**src/design/midi_file_chunk_parser_macros.svh**
```systemverilog
// ----------------------------------------------------------------------------
// midi file chunk parser assertion macros
// shared concurrent assertion forms, clocked on aclk, idle in reset
// ----------------------------------------------------------------------------
`ifndef MIDI_FILE_CHUNK_PARSER_MACROS_SVH
`define MIDI_FILE_CHUNK_PARSER_MACROS_SVH

// condition holds at every edge out of reset
`define MFCP_ASSERT(lbl, expr, msg) \
    lbl: assert property (@(posedge aclk) disable iff (!aresetn) (expr)) \
        else $error(msg);

// antecedent implies consequent in the same cycle
`define MFCP_ASSERT_SAME(lbl, ante, cons, msg) \
    lbl: assert property (@(posedge aclk) disable iff (!aresetn) (ante) |-> (cons)) \
        else $error(msg);

// antecedent implies consequent in the next cycle
`define MFCP_ASSERT_NEXT(lbl, ante, cons, msg) \
    lbl: assert property (@(posedge aclk) disable iff (!aresetn) (ante) |=> (cons)) \
        else $error(msg);

`endif

```
**src/design/midi_fcp_pkg.sv**
```systemverilog
// ----------------------------------------------------------------------------
// midi file chunk parser package
// shared types, codes and constants of the header and chunk parser
// ----------------------------------------------------------------------------
package midi_fcp_pkg;

    localparam logic [31:0] ID_HEADER      = 32'h4d546864;
    localparam logic [31:0] ID_TRACK       = 32'h4d54726b;
    localparam logic [31:0] HDR_LEN        = 32'd6;
    localparam logic [31:0] MIN_FILE_LEN   = 32'd4;
    localparam logic [31:0] MIN_CHUNK_LEN  = 32'd4;
    localparam logic [31:0] NEED_LONG      = 32'd4;
    localparam logic [31:0] NEED_SHORT     = 32'd2;
    localparam logic [31:0] WALK_MIN_LEFT  = 32'd4;
    localparam int          SMPTE_BIT      = 15;

    localparam logic [7:0]  SMPTE_24       = 8'd232;
    localparam logic [7:0]  SMPTE_25       = 8'd231;
    localparam logic [7:0]  SMPTE_29       = 8'd227;
    localparam logic [7:0]  SMPTE_30       = 8'd226;

    localparam int          FIFO_DEPTH_DEF = 4;

    typedef enum logic [1:0] {
        KIND_HEADER = 2'd0,
        KIND_TRACK  = 2'd1,
        KIND_END    = 2'd2
    } kind_t;

    typedef enum logic [2:0] {
        STATUS_OK       = 3'd0,
        STATUS_BAD_LEN  = 3'd1,
        STATUS_BAD_FMT  = 3'd2,
        STATUS_BAD_NTRK = 3'd3,
        STATUS_PAST_END = 3'd4
    } status_t;

    typedef enum logic [9:0] {
        PH_IDLE      = 10'b0000000001,
        PH_HDR_ID    = 10'b0000000010,
        PH_HDR_LEN   = 10'b0000000100,
        PH_FMT       = 10'b0000001000,
        PH_NTRK      = 10'b0000010000,
        PH_DIV       = 10'b0000100000,
        PH_CHUNK_ID  = 10'b0001000000,
        PH_CHUNK_LEN = 10'b0010000000,
        PH_SKIP      = 10'b0100000000,
        PH_DONE      = 10'b1000000000
    } phase_t;

    typedef struct packed {
        kind_t       kind;
        logic        file_format;
        logic [14:0] ticks_per_quarter;
        logic [15:0] track_index;
        logic [31:0] data_offset;
        logic [31:0] data_length;
        logic [15:0] tracks_found;
        status_t     status;
        logic        last;
    } result_t;

    typedef struct packed {
        phase_t      phase;
        logic [1:0]  field_count;
        logic [31:0] accumulator;
        logic [31:0] position;
        logic [31:0] skip_left;
        logic        header_format;
        logic [15:0] track_counter;
    } state_t;

    // results raised by one beat, in delivery order
    typedef struct packed {
        logic [1:0] count;
        result_t    res0;
        result_t    res1;
    } push_t;

    function automatic logic [4:0] smpte_fps(input logic [7:0] code);
        logic [4:0] fps;
        case (code)
            SMPTE_24: fps = 5'd24;
            SMPTE_25: fps = 5'd25;
            SMPTE_29: fps = 5'd29;
            SMPTE_30: fps = 5'd30;
            default:  fps = 5'd0;
        endcase
        return fps;
    endfunction

endpackage

```
**src/design/midi_file_chunk_parser.sv**
```systemverilog
// ----------------------------------------------------------------------------
// midi file chunk parser
// one byte beat accepted per cycle while s_ready is high; its results enter
// the result queue at the same edge, so with the queue empty the first result
// shows in the cycle after its byte; a beat raising two results needs two free
// queue slots, the output side draining one per cycle sets the sustained rate
// synchronous active low reset: parser idle, queue empty, file length zero
// ----------------------------------------------------------------------------
`include "midi_file_chunk_parser_macros.svh"

module midi_file_chunk_parser
    import midi_fcp_pkg::*;
#(
    parameter int FIFO_DEPTH = FIFO_DEPTH_DEF
)
(
    input  logic        aclk,
    input  logic        aresetn,

    input  logic        cfg_wr_en,
    input  logic [31:0] cfg_wr_data,

    input  logic        s_valid,
    output logic        s_ready,
    input  logic        s_first_byte,
    input  logic [7:0]  s_data_byte,

    output logic        m_valid,
    input  logic        m_ready,
    output logic [1:0]  m_kind,
    output logic        m_file_format,
    output logic [14:0] m_ticks_per_quarter,
    output logic [15:0] m_track_index,
    output logic [31:0] m_data_offset,
    output logic [31:0] m_data_length,
    output logic [15:0] m_tracks_found,
    output logic [2:0]  m_status,
    output logic        m_last
);

    logic [31:0] file_length_reg;
    state_t      state_reg;
    state_t      state_next;
    push_t       push;
    result_t     m_res;
    logic        room;
    logic        accept;

    assign s_ready = room;
    assign accept  = s_valid && s_ready;

    midi_fcp_step u_step (
        .file_length (file_length_reg),
        .cur         (state_reg),
        .accept      (accept),
        .first_byte  (s_first_byte),
        .data_byte   (s_data_byte),
        .nxt         (state_next),
        .push        (push)
    );

    midi_fcp_fifo #(
        .DEPTH (FIFO_DEPTH)
    ) u_fifo (
        .aclk    (aclk),
        .aresetn (aresetn),
        .push    (push),
        .room    (room),
        .m_valid (m_valid),
        .m_ready (m_ready),
        .m_res   (m_res)
    );

    always_ff @(posedge aclk) begin
        if (!aresetn) begin
            file_length_reg <= '0;
        end else if (cfg_wr_en) begin
            file_length_reg <= cfg_wr_data;
        end
    end

    always_ff @(posedge aclk) begin
        if (!aresetn) begin
            state_reg.phase         <= PH_IDLE;
            state_reg.field_count   <= '0;
            state_reg.accumulator   <= '0;
            state_reg.position      <= '0;
            state_reg.skip_left     <= '0;
            state_reg.header_format <= 1'b0;
            state_reg.track_counter <= '0;
        end else begin
            state_reg <= state_next;
        end
    end

    assign m_kind              = m_res.kind;
    assign m_file_format       = m_res.file_format;
    assign m_ticks_per_quarter = m_res.ticks_per_quarter;
    assign m_track_index       = m_res.track_index;
    assign m_data_offset       = m_res.data_offset;
    assign m_data_length       = m_res.data_length;
    assign m_tracks_found      = m_res.tracks_found;
    assign m_status            = m_res.status;
    assign m_last              = m_res.last;

    `MFCP_ASSERT_NEXT(a_first_wakes, accept && s_first_byte,
        state_reg.phase != PH_IDLE, "first byte left parser idle")
    `MFCP_ASSERT_SAME(a_quiet_after_end,
        accept && !s_first_byte && (state_reg.phase == PH_DONE || state_reg.phase == PH_IDLE),
        push.count == 2'd0, "result raised outside a file")
    `MFCP_ASSERT_NEXT(a_track_count,
        accept && push.count != 2'd0 && push.res0.kind == KIND_TRACK,
        state_reg.track_counter == $past(state_reg.track_counter) + 16'd1,
        "track result without counter step")

endmodule

```
**src/design/midi_fcp_step.sv**
```systemverilog
// ----------------------------------------------------------------------------
// midi fcp step
// next parser state and the results raised by one accepted beat
// ----------------------------------------------------------------------------
module midi_fcp_step
    import midi_fcp_pkg::*;
(
    input  logic [31:0] file_length,
    input  state_t      cur,
    input  logic        accept,
    input  logic        first_byte,
    input  logic [7:0]  data_byte,
    output state_t      nxt,
    output push_t       push
);

    always_comb begin
        state_t      st;
        logic        consume;
        logic        fin;
        status_t     fin_st;
        logic        hdr;
        logic        trk;
        logic        beg;
        phase_t      beg_phase;
        logic [31:0] beg_need;
        logic        walk;
        logic        fdone;
        logic [31:0] acc_n;
        logic [31:0] pos_n;
        logic [31:0] rem;
        logic [15:0] w;
        logic [12:0] smpte_ticks;
        result_t     r_a;
        result_t     r_fin;

        st          = cur;
        consume     = 1'b0;
        fin         = 1'b0;
        fin_st      = STATUS_OK;
        hdr         = 1'b0;
        trk         = 1'b0;
        beg         = 1'b0;
        beg_phase   = PH_IDLE;
        beg_need    = NEED_LONG;
        walk        = 1'b0;
        fdone       = 1'b0;
        r_a         = '0;
        r_fin       = '0;
        push        = '0;

        if (accept) begin
            if (first_byte) begin
                st.field_count   = 2'd0;
                st.accumulator   = '0;
                st.position      = '0;
                st.skip_left     = '0;
                st.header_format = 1'b0;
                st.track_counter = '0;
                st.phase         = PH_HDR_ID;
                if (file_length < MIN_FILE_LEN) begin
                    fin    = 1'b1;
                    fin_st = STATUS_PAST_END;
                end else begin
                    consume = 1'b1;
                end
            end else if (st.phase != PH_IDLE && st.phase != PH_DONE) begin
                consume = 1'b1;
            end
        end

        acc_n = {st.accumulator[23:0], data_byte};
        pos_n = st.position + 32'd1;
        rem   = (pos_n <= file_length) ? (file_length - pos_n) : '0;
        w     = acc_n[15:0];

        smpte_ticks = 13'(smpte_fps(w[15:8]) * w[7:0]);

        r_a.kind          = KIND_HEADER;
        r_a.file_format   = st.header_format;
        r_a.ticks_per_quarter = w[SMPTE_BIT] ? 15'(smpte_ticks) : w[14:0];

        if (consume) begin
            st.accumulator = acc_n;
            st.position    = pos_n;
            if (st.phase == PH_SKIP) begin
                st.skip_left = st.skip_left - 32'd1;
                if (st.skip_left == '0) begin
                    walk = 1'b1;
                end
            end else begin
                if (st.phase == PH_FMT || st.phase == PH_NTRK || st.phase == PH_DIV) begin
                    fdone = (st.field_count != 2'd0);
                end else begin
                    fdone = (st.field_count == 2'd3);
                end
                if (fdone) begin
                    st.field_count = 2'd0;
                    unique case (st.phase)
                        PH_HDR_ID: begin
                            if (acc_n == ID_HEADER) begin
                                beg       = 1'b1;
                                beg_phase = PH_HDR_LEN;
                                beg_need  = NEED_LONG;
                            end else begin
                                walk = 1'b1;
                            end
                        end
                        PH_HDR_LEN: begin
                            if (acc_n != HDR_LEN) begin
                                fin    = 1'b1;
                                fin_st = STATUS_BAD_LEN;
                            end else begin
                                beg       = 1'b1;
                                beg_phase = PH_FMT;
                                beg_need  = NEED_SHORT;
                            end
                        end
                        PH_FMT: begin
                            if (w > 16'd1) begin
                                fin    = 1'b1;
                                fin_st = STATUS_BAD_FMT;
                            end else begin
                                st.header_format = w[0];
                                beg       = 1'b1;
                                beg_phase = PH_NTRK;
                                beg_need  = NEED_SHORT;
                            end
                        end
                        PH_NTRK: begin
                            if (!st.header_format && w != 16'd1) begin
                                fin    = 1'b1;
                                fin_st = STATUS_BAD_NTRK;
                            end else begin
                                beg       = 1'b1;
                                beg_phase = PH_DIV;
                                beg_need  = NEED_SHORT;
                            end
                        end
                        PH_DIV: begin
                            hdr  = 1'b1;
                            walk = 1'b1;
                        end
                        PH_CHUNK_ID: begin
                            if (acc_n == ID_TRACK) begin
                                beg       = 1'b1;
                                beg_phase = PH_CHUNK_LEN;
                                beg_need  = NEED_LONG;
                            end else begin
                                fin = 1'b1;
                            end
                        end
                        PH_CHUNK_LEN: begin
                            if (acc_n >= MIN_CHUNK_LEN && acc_n <= rem) begin
                                trk             = 1'b1;
                                r_a             = '0;
                                r_a.kind        = KIND_TRACK;
                                r_a.track_index = st.track_counter;
                                r_a.data_offset = pos_n;
                                r_a.data_length = acc_n;
                                st.track_counter = st.track_counter + 16'd1;
                                st.skip_left     = acc_n;
                                st.phase         = PH_SKIP;
                            end else begin
                                walk = 1'b1;
                            end
                        end
                        default: begin
                        end
                    endcase
                end else begin
                    st.field_count = st.field_count + 2'd1;
                end
            end

            if (beg) begin
                st.field_count = 2'd0;
                if (rem < beg_need) begin
                    fin    = 1'b1;
                    fin_st = STATUS_PAST_END;
                end else begin
                    st.phase = beg_phase;
                end
            end
            if (walk) begin
                st.field_count = 2'd0;
                if (rem > WALK_MIN_LEFT) begin
                    st.phase = PH_CHUNK_ID;
                end else begin
                    fin = 1'b1;
                end
            end
        end

        if (fin) begin
            st.phase = PH_DONE;
        end

        r_fin.kind         = KIND_END;
        r_fin.tracks_found = st.track_counter;
        r_fin.status       = fin_st;
        r_fin.last         = 1'b1;

        // header or track result goes out ahead of the end result
        if (hdr || trk) begin
            push.res0 = r_a;
            if (fin) begin
                push.count = 2'd2;
                push.res1  = r_fin;
            end else begin
                push.count     = 2'd1;
                push.res0.last = 1'b1;
            end
        end else if (fin) begin
            push.count = 2'd1;
            push.res0  = r_fin;
        end

        nxt = st;
    end

endmodule

```
**src/design/midi_fcp_fifo.sv**
```systemverilog
// ----------------------------------------------------------------------------
// midi fcp result queue
// small queue taking up to two results a cycle and giving one while m_ready is high
// ----------------------------------------------------------------------------
`include "midi_file_chunk_parser_macros.svh"

module midi_fcp_fifo
    import midi_fcp_pkg::*;
#(
    parameter int DEPTH = FIFO_DEPTH_DEF
)
(
    input  logic    aclk,
    input  logic    aresetn,
    input  push_t   push,
    output logic    room,
    output logic    m_valid,
    input  logic    m_ready,
    output result_t m_res
);

    localparam int IDX_W = (DEPTH > 1) ? $clog2(DEPTH) : 1;
    localparam int CNT_W = $clog2(DEPTH + 1);

    typedef logic [IDX_W-1:0] idx_t;

    result_t           mem [DEPTH];
    idx_t              wr_ptr_reg;
    idx_t              wr_ptr_next;
    idx_t              rd_ptr_reg;
    idx_t              rd_ptr_next;
    logic [CNT_W-1:0]  count_reg;
    logic [CNT_W-1:0]  count_next;
    idx_t              wr1;
    idx_t              wr2;
    logic              pop;

    function automatic idx_t inc(input idx_t p);
        return (p == IDX_W'(DEPTH - 1)) ? '0 : idx_t'(p + 1'b1);
    endfunction

    assign wr1     = inc(wr_ptr_reg);
    assign wr2     = inc(wr1);
    assign m_valid = (count_reg != '0);
    assign pop     = m_valid && m_ready;
    assign m_res   = mem[rd_ptr_reg];
    // two free slots so a beat never loses its second result
    assign room    = (count_reg <= CNT_W'(DEPTH - 2));

    always_comb begin
        rd_ptr_next = pop ? inc(rd_ptr_reg) : rd_ptr_reg;
        count_next  = count_reg + CNT_W'(push.count) - CNT_W'(pop);
        case (push.count)
            2'd1:    wr_ptr_next = wr1;
            2'd2:    wr_ptr_next = wr2;
            default: wr_ptr_next = wr_ptr_reg;
        endcase
    end

    always_ff @(posedge aclk) begin
        if (push.count != 2'd0) begin
            mem[wr_ptr_reg] <= push.res0;
        end
        if (push.count == 2'd2) begin
            mem[wr1] <= push.res1;
        end
    end

    always_ff @(posedge aclk) begin
        if (!aresetn) begin
            wr_ptr_reg <= '0;
            rd_ptr_reg <= '0;
            count_reg  <= '0;
        end else begin
            wr_ptr_reg <= wr_ptr_next;
            rd_ptr_reg <= rd_ptr_next;
            count_reg  <= count_next;
        end
    end

    `MFCP_ASSERT(a_count_bound, count_reg <= CNT_W'(DEPTH), "result queue overfilled")
    `MFCP_ASSERT_NEXT(a_pair_fill, push.count == 2'd2 && !pop,
        count_reg == $past(count_reg) + CNT_W'(2), "pair push not counted")
    `MFCP_ASSERT_NEXT(a_drain, pop && push.count == 2'd0,
        count_reg == $past(count_reg) - CNT_W'(1), "pop not counted")

endmodule
```
**config.mk**
```make
export PLATFORM = sky130hd
export DESIGN_NAME = midi_file_chunk_parser
export DESIGN_NICKNAME = d
export VERILOG_FILES = /design/src/design/midi_fcp_pkg.sv /design/src/design/midi_file_chunk_parser.sv /design/src/design/midi_fcp_step.sv /design/src/design/midi_fcp_fifo.sv
export VERILOG_INCLUDE_DIRS = /design/src /design/src/design
export SDC_FILE = /design/constraint.sdc
export NUM_CORES = 2
export LEC_CHECK = 0
export CAP_MARGIN = 20
export CELL_PAD_IN_SITES_DETAIL_PLACEMENT = 2
export CELL_PAD_IN_SITES_GLOBAL_PLACEMENT = 2
export CORE_MARGIN = 5
export CORE_UTILIZATION = 41
export CTS_BUF_LIST = sky130_fd_sc_hd__clkbuf_4 sky130_fd_sc_hd__clkbuf_8 sky130_fd_sc_hd__clkbuf_16
export CTS_CLUSTER_DIAMETER = 200
export DETAILED_ROUTE_END_ITERATION = 16
export DONT_BUFFER_PORTS = 1
export PLACE_DENSITY = 0.86
export SLEW_MARGIN = 40
export SYNTH_ARGS = -nofsm -noshare
export SYNTH_HDL_FRONTEND = slang
export SYNTH_SLANG_ARGS = --single-unit
```
**constraint.sdc**
```tcl
create_clock -name aclk -period 16.3 [get_ports aclk]
set_input_delay 2.445 -clock aclk [delete_from_list [all_inputs] [get_ports aclk]]
set_output_delay 2.445 -clock aclk [all_outputs]
set_load 0.01 [all_outputs]
```
==> summary.txt <==
Outcome
  • Run status: completed

Critical path
  • Worst-path maximum fanout: 38
  • CP Capture Type: register
  • Critical path class: input pin to register
  • CP arrival: about 13 ns
  • CP max stage delay: approximately 0.78 ns
  • Critical Path RT: 16.78 ns
  • CP max-delay cell: and2_1
  • Startpoint type of the worst setup path: input pin

STA
  • RSZ-0062 raised after global routing: false
  • # setup viols final: 0
  • Final Max Tran Viols: 0
  • Clock Skew: around 0.043 ns
  • Setup Total Neg Slack: 0 ns
  • Achievable clock frequency: approximately 80 MHz
  • Worst Tran Pin Value: 0.942 ns
  • Fin crit period: 12.72 ns
  • Crit share post-route: 78.0%
  • Hold violation total from the final report: 0
  • Slew headroom: ~36%

Synthesis
  • Cell count after synthesis: approximately 3500
  • Async S/R FF share, synth: 0%
  • Mapped Area: 31500 um^2
  • Post-synth EDFFs: 84
  • Post-synthesis cell type count: 95
  • Syn Area/Cell: between 9 and 10 um^2
  • Synth warn: 0
  • Synthesized flop and latch total: 630
  • Main synth FF type: dfxtp_1
  • Post-Syn Nets: between 3000 and 4000
  • Post-synthesis sequential area ratio: between 40 and 50%

Detailed routing
  • Vias: ~28000
  • Drt initial violations: between 1500 and 2000
  • First drt pass iteration count: 6
  • Vias per cell: about 6.3
  • Routed Antenna Nets: 0
  • Average routed wire per standard cell: 29.6 um
  • Routed WL: about 130 mm
  • DR DRC count: 0

CTS
  • H-Tree Depth: 3
  • Hold-fix buffers at CTS: 0
  • PostCTS Resize Cnt: 0
  • Clock Latency Late Sink: 0.65 ns
  • TritonCTS clock tree: built
  • Clock Path Buffers: 3
  • Setup Fix Bufs, Post-CTS: 0
  • CTS root buffer: clkbuf_16
  • Sink Count: 630
  • Inserted Clock Buffers: 72
  • Clock input transition at the sequential cells of the worst setup and hold paths: 0.07 ns

Placed design
  • HPWL Detailed: 87.2 mm
  • Placer congestion estimate: approximately 0.91
  • Placed cells: about 4300
  • I/O Buffers: 0

Floorplanning
  • Die X-Extent: roughly 290 um
  • Initial core utilization: approximately two fifths
  • Standard-cell rows: around 100
  • I/O Pins: ~170
  • Core region area: 76100 um^2
  • Die Ht: around 290 um
  • Die area: 82400 um^2

Power and ir drop
  • Part of the power in the clock network: 43.2%
  • Combinational Power Share: between 10% and 20%
  • VDD IR max: between 70 and 80 uV
  • Pleak: approximately 13 nW
  • Pwr Density: around 120 nW/um^2
  • NetSw: between 1 and 1.5 mW
  • Int Pwr: approximately 2.9 mW
  • Net Sw Frac: around 31%
  • Seq pwr share: ~40%

Layout
  • Fillcell total: between 8000 and 9000
  • N_diodes: 0
  • Most frequent cells in the layout: nand2_1, dfxtp_1, o21ai_0, nor2_1, a21oi_1
  • NumNets Final: 3535
  • Post-Route Utilization: between 40% and 50%
  • Commonest non-fill, non-tap cell in the layout: nand2_1
  • Non-Filler Instances: between 4000 and 5000
  • Area delta synth->final: 11.4%
  • Max reg flops: around 470
  • Share of cells above drive strength 1: roughly a tenth

Global routing
  • Vias in the first global route: approximately 31000
  • Total gr overflow: 0
  • Initial antenna violation count: 1
  • Overall routing resource usage: a little under a third
  • Largest net degree at the start of global routing: 67
  • First-pass GRT wire length: 198 mm

Hold path
  • Min-Delay Path Class: register to register

Flow run
  • Max-Cap Viols: 0
layout make-up:
cell class                 instances  area, um^2  area share (%)
multi-input combinational       2526       17000            48.6
inverter                          96         363            1.04
clock buffer                     100        2100            5.99
timing repair buffer              34         278           0.793
tap                             1030        1290            3.68
sequential                       630       13500            38.4
clock inverter                    34         512            1.46
metrics by stage:
stage               total power, mW  instance area [um^2]  setup WS (ns)  hold WS, ns
floorplan                      2.14                 31500           3.35        0.418
global placement               2.34                 32300           3.45        0.426
detailed placement             2.38                 32400           3.04        0.443
CTS                            4.18                 35000           3.55        0.456
global route                   4.29                 35000           2.86        0.474
finish                         4.17                 35000           3.58        0.451
Yosys cell counts (7+ instances only):
| master | n | area [um^2] |
|---|---|---|
| mux2i_1 | 46 | 460 |
| inv_1 | 95 | 357 |
| nor2b_1 | 14 | 87.6 |
| nor4_1 | 31 | 194 |
| nand2_1 | 640 | 2400 |
| xnor2_1 | 62 | 543 |
| nand4_1 | 35 | 219 |
| o211ai_1 | 13 | 97.6 |
| a21o_1 | 29 | 218 |
| and3_1 | 17 | 106 |
| fa_1 | 19 | 380 |
| o21bai_1 | 8 | 60.1 |
| o21a_1 | 11 | 82.6 |
| o21ai_0 | 368 | 1840 |
| edfxtp_1 | 84 | 2520 |
| nand3b_1 | 8 | 60.1 |
| a221oi_1 | 9 | 78.8 |
| a21oi_1 | 151 | 756 |
| nand2b_1 | 15 | 93.8 |
| ha_1 | 110 | 1380 |
| o31ai_1 | 12 | 90.1 |
| a22o_1 | 93 | 815 |
| and4_1 | 7 | 61.3 |
| xor2_1 | 44 | 385 |
| dfxtp_1 | 546 | 10900 |
| a31oi_1 | 19 | 119 |
| mux4_2 | 118 | 2660 |
| or4_1 | 8 | 60.1 |
| a2111oi_0 | 8 | 70.1 |
| nor4b_1 | 7 | 61.3 |
| buf_1 | 27 | 101 |
| a22oi_1 | 7 | 52.6 |
| clkbuf_1 | 175 | 657 |
| a211oi_1 | 28 | 210 |
| and2_1 | 45 | 282 |
| nor2_1 | 303 | 1140 |
| nand3_1 | 65 | 325 |
| nor3_1 | 56 | 280 |
| or3_1 | 19 | 119 |
power by group through the flow:
stage | combinational, mW | sequential (mW) | clock, mW
floorplan | 0.484 | 1.65 | 0
global placement | 0.655 | 1.69 | 0
detailed placement | 0.685 | 1.69 | 0
CTS | 0.695 | 1.66 | 1.82
global route | 0.748 | 1.66 | 1.88
finish | 0.703 | 1.66 | 1.80
cell families after synthesis:
family          synth area share, %
simple gates                   18.6
compound gates                 16.2
flops                          42.8
buf+inv                        3.87
mux                            9.96
fa+ha+maj                      5.62
xor+xnor                       3.07
layer usage:
layer / GRT usage (%) / wire length, um / up-vias / share of wire [%]
li1: - / - / 12100 / -
met1: 37.5 / 52900 / 14600 / 40
met2: 54.9 / 65400 / 954 / 50
met3: 4.42 / 6920 / 317 / 5.3
met4: 13.7 / 6370 / 0 / 4.8
met5: 0 / 0 / - / 0
worst max-delay path: cells and delay by family:
| family | cells | cell delay (ns) |
|---|---|---|
| xor+xnor | 1 | 0.18 |
| simple gates | 17 | 4.98 |
| fa+ha+maj | 4 | 1.49 |
| buf+inv | 3 | 0.71 |
| compound gates | 17 | 3.33 |
worst paths after layout:
kind | to | from | slack (ns) | cells past startpoint
worst max-delay path | u_fifo.mem[2][18] | s_first_byte | 3.58 | 42
worst min-delay path | u_fifo.mem[3][116] | u_fifo.mem[3][116] | 0.45 | 2
worst max register to register | u_fifo.mem[2][18] | u_fifo.count_reg[2] | 4.61 | 44
worst min register to register | u_fifo.mem[3][116] | u_fifo.mem[3][116] | 0.45 | 2
No activity file was read; power rests on OpenSTA's default activity.
